## config.mk

```make
export PLATFORM = sky130hd
export DESIGN_NAME = peak_valley_average_filter_unit_flat
export DESIGN_NICKNAME = d
export VERILOG_FILES = /design/src/hdl/pva_pkg.sv /design/src/hdl/pva_in_if.sv /design/src/hdl/pva_out_if.sv /design/src/hdl/pva_core.sv /design/src/hdl/peak_valley_average_filter_unit.sv /design/src/flat_wrapper.sv
export SDC_FILE = /design/constraint.sdc
export NUM_CORES = 1
export LEC_CHECK = 0
export ABC_AREA = 1
export ABC_CLOCK_PERIOD_IN_PS = 7600
export BUFFER_PORTS_ARGS = -buffer_cell sky130_fd_sc_hd__buf_2
export CORE_UTILIZATION = 40
export DETAILED_ROUTE_END_ITERATION = 7
export GPL_TIMING_DRIVEN = 1
export PLACE_DENSITY = 0.62
export SLEW_MARGIN = 25
export SYNTH_ARGS = -nofsm -noshare
export SYNTH_HDL_FRONTEND = slang
export SYNTH_SLANG_ARGS = --single-unit
```

## constraint.sdc

```tcl
create_clock -name clk -period 7.6 [get_ports clk]
set_clock_uncertainty 0.15 [all_clocks]
set_input_delay 0.38 -clock clk [delete_from_list [all_inputs] [get_ports clk]]
set_output_delay 0.38 -clock clk [all_outputs]
set_load 0.01 [all_outputs]
```

## src/hdl/pva_pkg.sv

```systemverilog
// ----------------------------------------------------------------------------
// pva_pkg
// Shared types and constants for the peak/valley average filter.
// ----------------------------------------------------------------------------
package pva_pkg;

  // Sample width, the widths that follow from it, and the fixed threshold and output widths.
  localparam int SAMPLE_BITS    = 32;
  localparam int AVG_BITS       = SAMPLE_BITS + 1;
  localparam int DIFF_BITS      = SAMPLE_BITS + 2;
  localparam int THR_BITS       = 32;
  localparam int CMP_BITS       = ((DIFF_BITS > THR_BITS) ? DIFF_BITS : THR_BITS) + 1;
  localparam int AVG_FRAC_BITS  = 9;
  localparam int AVG_OUT_BITS   = 33;
  localparam int ROUND_OUT_BITS = 25;
  localparam int EXT_BITS       = ((DIFF_BITS > AVG_OUT_BITS + 1) ? DIFF_BITS
                                                                  : AVG_OUT_BITS + 1);

  // Threshold after reset: 40.0 with 9 fractional bits.
  localparam logic [THR_BITS-1:0] THRESHOLD_RESET = THR_BITS'(20480);

  // Rounding bias: half for positive values, just under half for negative ones.
  localparam logic [EXT_BITS-1:0] ROUND_BIAS_POS = EXT_BITS'(1) << (AVG_FRAC_BITS - 1);
  localparam logic [EXT_BITS-1:0] ROUND_BIAS_NEG = ROUND_BIAS_POS - EXT_BITS'(1);

  typedef logic signed [SAMPLE_BITS-1:0] sample_t;
  typedef logic signed [AVG_BITS-1:0]    avg_t;

  typedef enum logic [1:0] {
    EV_NONE = 2'd0,
    EV_PAIR = 2'd1,
    EV_JUMP = 2'd2
  } event_t;

  // Outcome of one filter step.
  typedef struct packed {
    event_t code;
    avg_t   avg;
  } step_res_t;

endpackage

```

## src/hdl/pva_in_if.sv

```systemverilog
// ----------------------------------------------------------------------------
// pva_in_if
// Sample channel: valid/ready handshake carrying one signed sample word.
// ----------------------------------------------------------------------------
interface pva_in_if import pva_pkg::*; ();
  logic    valid;
  logic    ready;
  sample_t sample;

  modport source (output valid, output sample, input ready);
  modport sink   (input valid, input sample, output ready);
endinterface

```

## src/hdl/pva_out_if.sv

```systemverilog
// ----------------------------------------------------------------------------
// pva_out_if
// Result channel: valid/ready handshake carrying event code and averages.
// ----------------------------------------------------------------------------
interface pva_out_if import pva_pkg::*; ();
  logic                             valid;
  logic                             ready;
  event_t                           event_code;
  logic signed [AVG_OUT_BITS-1:0]   held_average;
  logic signed [ROUND_OUT_BITS-1:0] rounded_weight;

  modport source (output valid, output event_code, output held_average,
                  output rounded_weight, input ready);
  modport sink   (input valid, input event_code, input held_average,
                  input rounded_weight, output ready);
endinterface

```

## src/hdl/pva_core.sv

```systemverilog
// ----------------------------------------------------------------------------
// pva_core
// Peak/valley search state and its registered update for each sample word.
// ----------------------------------------------------------------------------
module pva_core import pva_pkg::*; (
  input  logic                clk,
  input  logic                rst_n,
  input  logic                step,
  input  sample_t             sample,
  input  logic [THR_BITS-1:0] threshold,
  output step_res_t           res
);

  logic    seek_r, seek_nxt;
  sample_t peak_r, peak_nxt;
  sample_t valley_r, valley_nxt;
  avg_t    avg_r, avg_nxt;

  logic                        test;
  avg_t                        mid;
  logic signed [DIFF_BITS-1:0] diff;
  logic [DIFF_BITS-1:0]        mag;
  event_t                      code;

  // Peak/valley search, then, unless a pair has just ended, the threshold test on the current midpoint.
  always_comb begin
    seek_nxt   = seek_r;
    peak_nxt   = peak_r;
    valley_nxt = valley_r;
    avg_nxt    = avg_r;
    code       = EV_NONE;
    test       = 1'b1;

    if (!seek_r) begin
      if (sample < peak_r) begin
        seek_nxt   = 1'b1;
        valley_nxt = sample;
      end else begin
        peak_nxt = sample;
      end
    end else begin
      if (sample > valley_r) begin
        // The valley has ended: latch the old pair and restart the peak.
        avg_nxt  = {peak_r[SAMPLE_BITS-1], peak_r} + {valley_r[SAMPLE_BITS-1], valley_r};
        seek_nxt = 1'b0;
        peak_nxt = sample;
        code     = EV_PAIR;
        test     = 1'b0;
      end else begin
        valley_nxt = sample;
      end
    end

    mid  = {peak_nxt[SAMPLE_BITS-1], peak_nxt} + {valley_nxt[SAMPLE_BITS-1], valley_nxt};
    diff = {mid[AVG_BITS-1], mid} - {avg_r[AVG_BITS-1], avg_r};
    mag  = diff[DIFF_BITS-1] ? DIFF_BITS'(-diff) : DIFF_BITS'(diff);

    if (test && ({{(CMP_BITS-DIFF_BITS){1'b0}}, mag} >=
                 {{(CMP_BITS-THR_BITS){1'b0}}, threshold})) begin
      avg_nxt = mid;
      code    = EV_JUMP;
    end

    res.code = code;
    res.avg  = avg_nxt;
  end

  // State registers advance only when a sample word is processed.
  always_ff @(posedge clk) begin
    if (!rst_n) begin
      seek_r   <= 1'b0;
      peak_r   <= '0;
      valley_r <= '0;
      avg_r    <= '0;
    end else if (step) begin
      seek_r   <= seek_nxt;
      peak_r   <= peak_nxt;
      valley_r <= valley_nxt;
      avg_r    <= avg_nxt;
    end
  end

  // A completed pair always returns the search to the peak phase.
  a_pair_restarts_peak: assert property (@(posedge clk) disable iff (!rst_n)
    step && res.code == EV_PAIR |=> !seek_r && peak_r == $past(sample))
    else $error("pair event did not restart the peak search");

  // A step without an event leaves the held average alone.
  a_none_keeps_avg: assert property (@(posedge clk) disable iff (!rst_n)
    step && res.code == EV_NONE |=> $stable(avg_r))
    else $error("held average changed without an event");

  // Without a step no state moves.
  a_idle_holds_state: assert property (@(posedge clk) disable iff (!rst_n)
    !step |=> $stable(seek_r) && $stable(peak_r) && $stable(valley_r) && $stable(avg_r))
    else $error("filter state changed while idle");

endmodule

```

## src/hdl/peak_valley_average_filter_unit.sv

```systemverilog
// ----------------------------------------------------------------------------
// peak_valley_average_filter_unit
// Peak/valley averaging filter: one signed sample word in, one result word out.
// ----------------------------------------------------------------------------
//
//   Channel   Direction  Handshake        Payload
//   in_chan   input      valid/ready      sample
//   out_chan  output     valid/ready      event_code, held_average, rounded_weight
//   cfg_*     input      cfg_we           cfg_wdata (change threshold)
//
// One word per clock is accepted and one result per clock is delivered while out_chan.ready stays high.
// Each word passes an input register, then the filter step into the
// result register. The peak/valley state updates once per word in pva_core.
// Reset (synchronous, active low) clears the pipeline, the filter state
// and sets the threshold to 40.0. A stalled result holds its register and
// the input stage; in_chan.ready drops only when both stages are full.
// ----------------------------------------------------------------------------
module peak_valley_average_filter_unit import pva_pkg::*; (
  input  logic                clk,
  input  logic                rst_n,
  pva_in_if.sink              in_chan,
  pva_out_if.source           out_chan,
  input  logic                cfg_we,
  input  logic [THR_BITS-1:0] cfg_wdata
);

  logic                s1_valid_r, s1_valid_nxt;
  sample_t             s1_sample_r, s1_sample_nxt;
  logic                out_valid_r, out_valid_nxt;
  event_t              out_code_r, out_code_nxt;
  avg_t                out_avg_r, out_avg_nxt;
  logic [THR_BITS-1:0] thr_r, thr_nxt;

  logic                       advance;
  logic                       in_acc;
  step_res_t                  res;
  logic signed [EXT_BITS-1:0] avg_ext;
  logic signed [EXT_BITS-1:0] round_sum;
  logic signed [EXT_BITS-1:0] round_shift;

  // Handshake: the step runs when the result register is free or draining.
  assign advance       = s1_valid_r && (!out_valid_r || out_chan.ready);
  assign in_chan.ready = !s1_valid_r || advance;
  assign in_acc        = in_chan.valid && in_chan.ready;

  pva_core u_core (
    .clk       (clk),
    .rst_n     (rst_n),
    .step      (advance),
    .sample    (s1_sample_r),
    .threshold (thr_r),
    .res       (res)
  );

  // Next values of the input stage, result stage and threshold.
  always_comb begin
    s1_valid_nxt  = s1_valid_r;
    s1_sample_nxt = s1_sample_r;
    out_valid_nxt = out_valid_r;
    out_code_nxt  = out_code_r;
    out_avg_nxt   = out_avg_r;
    thr_nxt       = thr_r;

    if (in_acc) begin
      s1_valid_nxt  = 1'b1;
      s1_sample_nxt = in_chan.sample;
    end else if (advance) begin
      s1_valid_nxt = 1'b0;
    end

    if (advance) begin
      out_valid_nxt = 1'b1;
      out_code_nxt  = res.code;
      out_avg_nxt   = res.avg;
    end else if (out_chan.ready) begin
      out_valid_nxt = 1'b0;
    end

    if (cfg_we) begin
      thr_nxt = cfg_wdata;
    end
  end

  always_ff @(posedge clk) begin
    if (!rst_n) begin
      s1_valid_r  <= 1'b0;
      out_valid_r <= 1'b0;
      thr_r       <= THRESHOLD_RESET;
    end else begin
      s1_valid_r  <= s1_valid_nxt;
      out_valid_r <= out_valid_nxt;
      thr_r       <= thr_nxt;
    end
  end

  always_ff @(posedge clk) begin
    s1_sample_r <= s1_sample_nxt;
    out_code_r  <= out_code_nxt;
    out_avg_r   <= out_avg_nxt;
  end

  // Round half away from zero: negative values take a bias one below half.
  always_comb begin
    avg_ext     = {{(EXT_BITS-AVG_BITS){out_avg_r[AVG_BITS-1]}}, out_avg_r};
    round_sum   = avg_ext + (avg_ext[EXT_BITS-1] ? ROUND_BIAS_NEG : ROUND_BIAS_POS);
    round_shift = round_sum >>> AVG_FRAC_BITS;
  end

  assign out_chan.valid          = out_valid_r;
  assign out_chan.event_code     = out_code_r;
  assign out_chan.held_average   = avg_ext[AVG_OUT_BITS-1:0];
  assign out_chan.rounded_weight = round_shift[ROUND_OUT_BITS-1:0];

  // Input stalls only when both pipeline stages hold words.
  a_stall_only_when_full: assert property (@(posedge clk) disable iff (!rst_n)
    !in_chan.ready |-> s1_valid_r && out_valid_r && !out_chan.ready)
    else $error("input stalled with room in the pipeline");

  // Every accepted word reaches the result register on the following step.
  a_step_fills_result: assert property (@(posedge clk) disable iff (!rst_n)
    advance |=> out_valid_r)
    else $error("processed word did not produce a result");

  // A result waiting for the sink is not overwritten.
  a_result_held: assert property (@(posedge clk) disable iff (!rst_n)
    out_valid_r && !out_chan.ready |=> out_valid_r && $stable(out_avg_r) && $stable(out_code_r))
    else $error("pending result was overwritten");

endmodule

```

## src/flat_wrapper.sv

```systemverilog
// flat-port wrapper written by rule: the top's interface ports become plain ports
module peak_valley_average_filter_unit_flat import pva_pkg::*;
  (clk, rst_n, cfg_we, cfg_wdata, in_chan_valid, in_chan_sample, in_chan_ready, out_chan_valid, out_chan_event_code, out_chan_held_average, out_chan_rounded_weight, out_chan_ready);
  pva_in_if in_chan_i ();
  pva_out_if out_chan_i ();
  input  logic clk;
  input  logic rst_n;
  input  logic cfg_we;
  input  logic [THR_BITS-1:0] cfg_wdata;
  input wire logic [$bits(in_chan_i.valid)-1:0] in_chan_valid;
  input wire logic [$bits(in_chan_i.sample)-1:0] in_chan_sample;
  output wire logic [$bits(in_chan_i.ready)-1:0] in_chan_ready;
  output wire logic [$bits(out_chan_i.valid)-1:0] out_chan_valid;
  output wire logic [$bits(out_chan_i.event_code)-1:0] out_chan_event_code;
  output wire logic [$bits(out_chan_i.held_average)-1:0] out_chan_held_average;
  output wire logic [$bits(out_chan_i.rounded_weight)-1:0] out_chan_rounded_weight;
  input wire logic [$bits(out_chan_i.ready)-1:0] out_chan_ready;
  assign in_chan_i.valid = in_chan_valid;
  assign in_chan_i.sample = in_chan_sample;
  assign in_chan_ready = in_chan_i.ready;
  assign out_chan_valid = out_chan_i.valid;
  assign out_chan_event_code = out_chan_i.event_code;
  assign out_chan_held_average = out_chan_i.held_average;
  assign out_chan_rounded_weight = out_chan_i.rounded_weight;
  assign out_chan_i.ready = out_chan_ready;
  peak_valley_average_filter_unit u_core (.clk(clk), .rst_n(rst_n), .in_chan(in_chan_i), .out_chan(out_chan_i), .cfg_we(cfg_we), .cfg_wdata(cfg_wdata));
endmodule
```

==> metrics.csv, run 1 <==
metric;value;unit
maxCapViolations;0;
dr.pass1.iters;6;
synth_enable_flop_cells;67;
synth_area_leaders;nand2_1 (17%), dfxtp_1 (14%), ha_1 (13%);
fin_area;28920;sq um
die_area;49200;sq um
chipHeight;221.8;um
required;7860;ps
rows;80;
crit_type;register to register;
cts_tree;built;
regToRegSetupSlack;-660;ps
routabilityCongestion;0.9573;
antenna_left;0;
worst_slew_pin_slew;836.5;ps
hold_viol;0;
grt_max_degree;76;
violations;negative setup slack;
finalSetupTns;-40500;ps
synthesis.nets;3301;
synth.distinct_cells;53;
route.top_layer_used;met4;
grt_pass1_wl;101.7;mm
grt_pass1_vias;20340;
cts-htree-levels;4;
drive_gt1_share;32.83;%
initial_core_util;40.47;%
reg2reg_to;u_core.u_core.avg_r[17];
fin_crit;8255;ps
core_area;47750;sq um
drcViolationCount;0;
min-delay-start;cfg_wdata[17];
hold_depth;3;
synth-seq-area-share;24.09;%
dieWidth;221.8;um
wirelength;67.68;mm
drt_iter0_drc;1390;
clock.fmax;0.1211;GHz
place_area;24350;sq um
worst_slack;-655.5;ps
r2r_start;u_core.s1_sample_r[31];
worstHoldPathType;primary input to register;
boundaryPins;131;
ctsRootBufferMaster;clkbuf_16;
hpwl;48.89;mm
ys_ff_latch;199;
crit_arrival;8510;ps
netlist_area;19320;sq um
endpoint_kind;register;
outcome;finished with violations;
max_stage_delay;440;ps
grt_overflow;0;
area_growth_syn_to_layout;49.63;%
clkLatencyLatePin;510;ps
setup_viol;67;
whs_endpoint;u_core.thr_r[17];
vias;21980;
antenna_found_initial;0;
cp_max_fo;8;
netlist_instances;3028;
dr_wl_met2;32.25;mm
yosys_warnings;0;
synth_flop_cell;dfxtp_1;
io_buffer_count;130;
critPathLaunchType;register;
reg2reg_depth;57;
clkSlewWorstSetupHoldPaths;80;ps
cp_slowest_cell;edfxtp_1;
yosysTopAreaCellShare;16.53;%
max-slew-margin-rel;44.23;%
via_per_inst;4.992;
grt_usage;25.96;%
finalCritPeriodShare;108.6;%
cts_made_buffers;17;
cp_common_cell;nand2_2;
wl_met1;29.59;mm
synth_area_leader_cell;nand2_1;
fin_nets;4046;
async_flop_share;0;%
rsz0062_at_grt;true;
wl_per_cell;15.37;um
slew_viol_final;0;
cts_max_path_buffers;2;
wl_met3;3.267;mm
syn-mean-instance-area;6.382;sq um
cts.sinks;199;
Yosys cell counts, types with 11 or more instances:
library cell	instances
a31oi_1	17
buf_2	14
a21oi_1	234
xnor2_1	31
nand3b_1	15
inv_1	516
and2_1	11
edfxtp_1	67
nand2_2	40
nor3_1	23
nand4_1	37
ha_1	201
o21ai_0	186
nand2_1	851
xor2_1	68
nor2_1	165
clkbuf_1	61
nand3_1	205
o21bai_1	60
dfxtp_1	132
worst max-delay path by stage:
stage / cells after the start / slack (ps) / startpoint / endpoint
finish: 57 / -660 / u_core.s1_sample_r[31] / u_core.u_core.avg_r[17]
global placement: 53 / -1540 / u_core.s1_sample_r[31] / u_core.u_core.avg_r[30]
detailed placement: 53 / -1570 / u_core.s1_sample_r[31] / u_core.u_core.avg_r[30]
floorplan: 63 / 4 / u_core.s1_sample_r[9] / u_core.out_chan.held_average[14]
CTS: 53 / -520 / u_core.s1_sample_r[28] / u_core.out_chan.held_average[0]
global route: 56 / -1040 / u_core.s1_sample_r[31] / u_core.u_core.avg_r[4]
per-layer routing:
metal | GRT usage [%] | vias to the layer above
met4 | 10.22 | 0
met2 | 44.34 | 640
met5 | 0 | -
met3 | 3.353 | 144
met1 | 33.08 | 9925
li1 | - | 11270
through the flow:
stage | std cells | hold slack (ps) | utilization (%) | setup slack [ps]
after CTS | 4371 | 0.5921 | 56.42 | -524.1
after floorplan | 3028 | 285.3 | - | 4.475
after global routing | 4401 | 19.73 | 60.56 | -1037
final | 4402 | 24.46 | 60.56 | -655.5
after detailed placement | 4199 | 309.4 | 51.01 | -1570
after global placement | 4199 | 305.8 | 51.01 | -1538
sequential cells by signal (all words and copies together), names as in the netlist:
signal	count
u_core.out_chan.event_code	2
u_core.out_chan.held_average	33
u_core.out_chan.valid	1
u_core.s1_sample_r	32
u_core.s1_valid_r	1
u_core.thr_r	32
u_core.u_core.avg_r	33
u_core.u_core.peak_r	32
u_core.u_core.seek_r	1
u_core.u_core.valley_r	32
area by class of cell:
class / count / area [sq um]
Timing Repair Buffer: 809 / 6292
Sequential cell: 199 / 4654
Inverter: 523 / 1978
Tap cell: 615 / 769.5
Clock inverter: 11 / 111.4
Antenna cell: 1 / 2.502
Clock buffer: 21 / 470.5
Fill cell: 4282 / 18830
Timing Repair inverter: 1 / 8.758
Multi-Input combinational cell: 2222 / 14630
cell families after synthesis:
kind of cell               share of synthesized area, %
and+or+nand+nor                                   30.70
buffers and inverters                             12.13
AOI/OAI and AO/OA                                 15.27
adders and majority gates                         13.32
DFF                                               24.09
xor gates and xnor gates                          4.487
worst max-delay path, delay by kind of cell, from the launching register on:
family,cells,cell delay (ps)
compound gates,8,1170
xor+xnor,2,310
fa+ha+maj,5,1390
buf+inv,11,1330
flops,1,440
simple gates,31,3340
layout by cell type (no fill, tap or decap), types with 51 or more instances in the layout:
cell,n
nand2_1,729
buf_4,583
inv_1,497
a21oi_1,187
nand3_1,179
o21ai_0,163
ha_1,141
dfxtp_1,132
nand2_2,131
buf_2,130
nor2_1,122
edfxtp_1,67
o21bai_1,59
ha_4,55
xor2_1,54
dlygate4sd3_1,51
what timing repair did:
item                                   in CTS  in global routing
setup buffers                              85                 35
resized for setup                         163                350
endpoints found under the hold margin      48                  0
pin swaps                                  49                103
hold buffers                               51                  0
setup endpoints to repair                  67                 68
gates cloned                                6                  6
Power of run 1 is not shown: default switching activity piles up to over one toggle a cycle in this logic, so the estimate is an artifact.
==> run 2, diff against run 1 <==
ABC_CLOCK_PERIOD_IN_PS = 10400   (was 7600)
CORE_UTILIZATION = 55   (was 40)
PLACE_DENSITY = 0.77   (was 0.62)
clock period = 10.4 ns   (was 7.6 ns; I/O delays follow)
==> metrics.csv, run 2 (synthesis gave the netlist of run 1 again) <==
metric;value;unit;change
outcome;finished clean;;was finished with violations
dr.pass1.iters;6;;unchanged
cts_tree;built;;unchanged
cp_common_cell;nand2_1;;was nand2_2
hold_depth;1;;was 3
cts-htree-levels;4;;unchanged
worstHoldPathType;primary input to register;;unchanged
cp_num_buf_inv;10;;was 11
drt_iter0_drc;1636;;was 1,390
max-slew-margin-rel;37.22;%;was 44.23%
grt_max_degree;81;;was 76
boundaryPins;131;;unchanged
cts_made_buffers;17;;unchanged
rows;68;;was 80
via_per_inst;5.589;;was 4.992
critical_path.top_delay_family;simple AND/OR/NAND/NOR gates;;unchanged
grt_pass1_wl;94.69;mm;was 101.7 mm
core_area;34540;sq um;was 47,750 sq um
required;10620;ps;was 7860 ps
slew_viol_final;0;;unchanged
clock.fmax;0.1018;GHz;was 0.1211 GHz
cp_slowest_cell;nor4_1;;was edfxtp_1
fin_nets;3390;;was 4,046
endpoint_kind;register;;unchanged
wirelength;59.94;mm;was 67.68 mm
cp_max_fo;42;;was 8
initial_core_util;55.94;%;was 40.47%
finalCritPeriodShare;94.43;%;was 108.6%
chipHeight;189.4;um;was 221.8 um
hpwl;46.83;mm;was 48.89 mm
utilization;60.92;%;was 60.56%
maxCapViolations;0;;unchanged
crit_arrival;10040;ps;was 8510 ps
diodes;0;;was 1
critPathLaunchType;register;;unchanged
reg2reg_to;u_core.u_core.avg_r[9];;was u_core.u_core.avg_r[17]
wl_per_cell;16.72;um;was 15.37 um
whs_endpoint;u_core.s1_sample_r[15];;was u_core.thr_r[17]
final_common_cell;nand2_1;;unchanged
routabilityCongestion;1.009;;was 0.9573
ctsRootBufferMaster;clkbuf_16;;unchanged
io_buffer_count;130;;unchanged
hold_viol;0;;unchanged
grt_pass1_vias;18910;;was 20,340
reg2reg_depth;53;;was 57
antenna_found_initial;0;;unchanged
clkLatencyLatePin;470;ps;was 510 ps
grt_overflow;0;;unchanged
clkSlewWorstSetupHoldPaths;80;ps;about the same
area_growth_syn_to_layout;8.896;%;was 49.63%
vias;20040;;was 21,980
die_area;35890;sq um;was 49,200 sq um
setup_viol;0;;was 67
regToRegSetupSlack;580;ps;was -660 ps
fin_crit;9821;ps;was 8255 ps
drive_gt1_share;8.594;%;was 32.83%
place_ws;1.254;ps;was -1570 ps
r2r_start;u_core.s1_sample_r[25];;was u_core.s1_sample_r[31]
crit_type;register to register;;unchanged
cts_max_path_buffers;2;;unchanged
hold_ws;77.51;ps;was 24.46 ps
dieWidth;189.4;um;was 221.8 um
max_stage_delay;620;ps;was 440 ps
grt_usage;33.13;%;was 25.96%
antenna_left;0;;unchanged
worst_slew_pin_slew;941.7;ps;was 836.5 ps
mostFrequentLayoutCells;nand2_1 (847), inv_1 (515), a21oi_1 (233);;was nand2_1 (729), buf_4 (583), inv_1 (497)
drcViolationCount;0;;unchanged
min-delay-start;in_chan_sample[15];;was cfg_wdata[17]
cts.sinks;199;;unchanged
worst_slack;579.0;ps;was -655.5 ps
run 2: cell types whose count changed in the layout (fill, tap and decap cells not counted), sizes merged:
cell and delta:
clkinvlp -1, buf -601, diode -1, clkbuf -7
nand2 +1, clkinv +1, inv +2, dlygate4sd3 -51
run 2: area by class of cell:
| cell class | count | area (sq um) |
|---|---|---|
| inverters | 523 | 1969 |
| multi-input cells | 2223 | 12430 |
| fillers | 3417 | 13500 |
| repair buffers | 153 | 852.1 |
| flip-flops and latches | 199 | 4654 |
| clock inverters | 14 | 140.1 |
| clock buffers | 18 | 429.2 |
| well taps | 455 | 569.3 |
run 2: stage by stage:
stage,std cells,setup TNS [ps],area (sq um)
6_report,3585,0,21040
5_1_grt,3585,-94.46,21040
4_1_cts,3579,0,20920
3_5_place_dp,3547,0,20340
3_3_place_gp,3547,0,20340
2_1_floorplan,3028,0,19320
run 2: what timing repair did:
item                       in CTS  in global routing
hold endpoints to repair        0                  0
pin swaps                       0                  4
setup buffers                   0                  4
hold buffers                    0                  0
cloned                          0                  2
resized for setup               3                 16
setup endpoints to repair      24                 67
run 2: per-layer routing:
layer  wire, um  share of wire [%]  GRT usage (%)  vias to the layer above
met5          0                  0              0                        -
met4       1864                3.1          12.07                        0
met3       4288                7.2          3.726                      106
met2      28250                 47          57.33                      831
met1      25540                 43          42.23                     9161
li1           -                  -              -                     9939
run 2: worst max-delay path by stage:
stage / start / to / cells after the start
6_report: u_core.s1_sample_r[25] / u_core.u_core.avg_r[9] / 53
2_1_floorplan: u_core.s1_sample_r[25] / u_core.out_chan.held_average[11] / 58
5_1_grt: u_core.u_core.peak_r[25] / u_core.u_core.avg_r[11] / 54
3_3_place_gp: u_core.s1_sample_r[31] / u_core.u_core.avg_r[30] / 48
4_1_cts: u_core.s1_sample_r[31] / u_core.u_core.avg_r[30] / 52
3_5_place_dp: u_core.s1_sample_r[31] / u_core.u_core.avg_r[31] / 48
Power of run 2 is left out for the same reason.
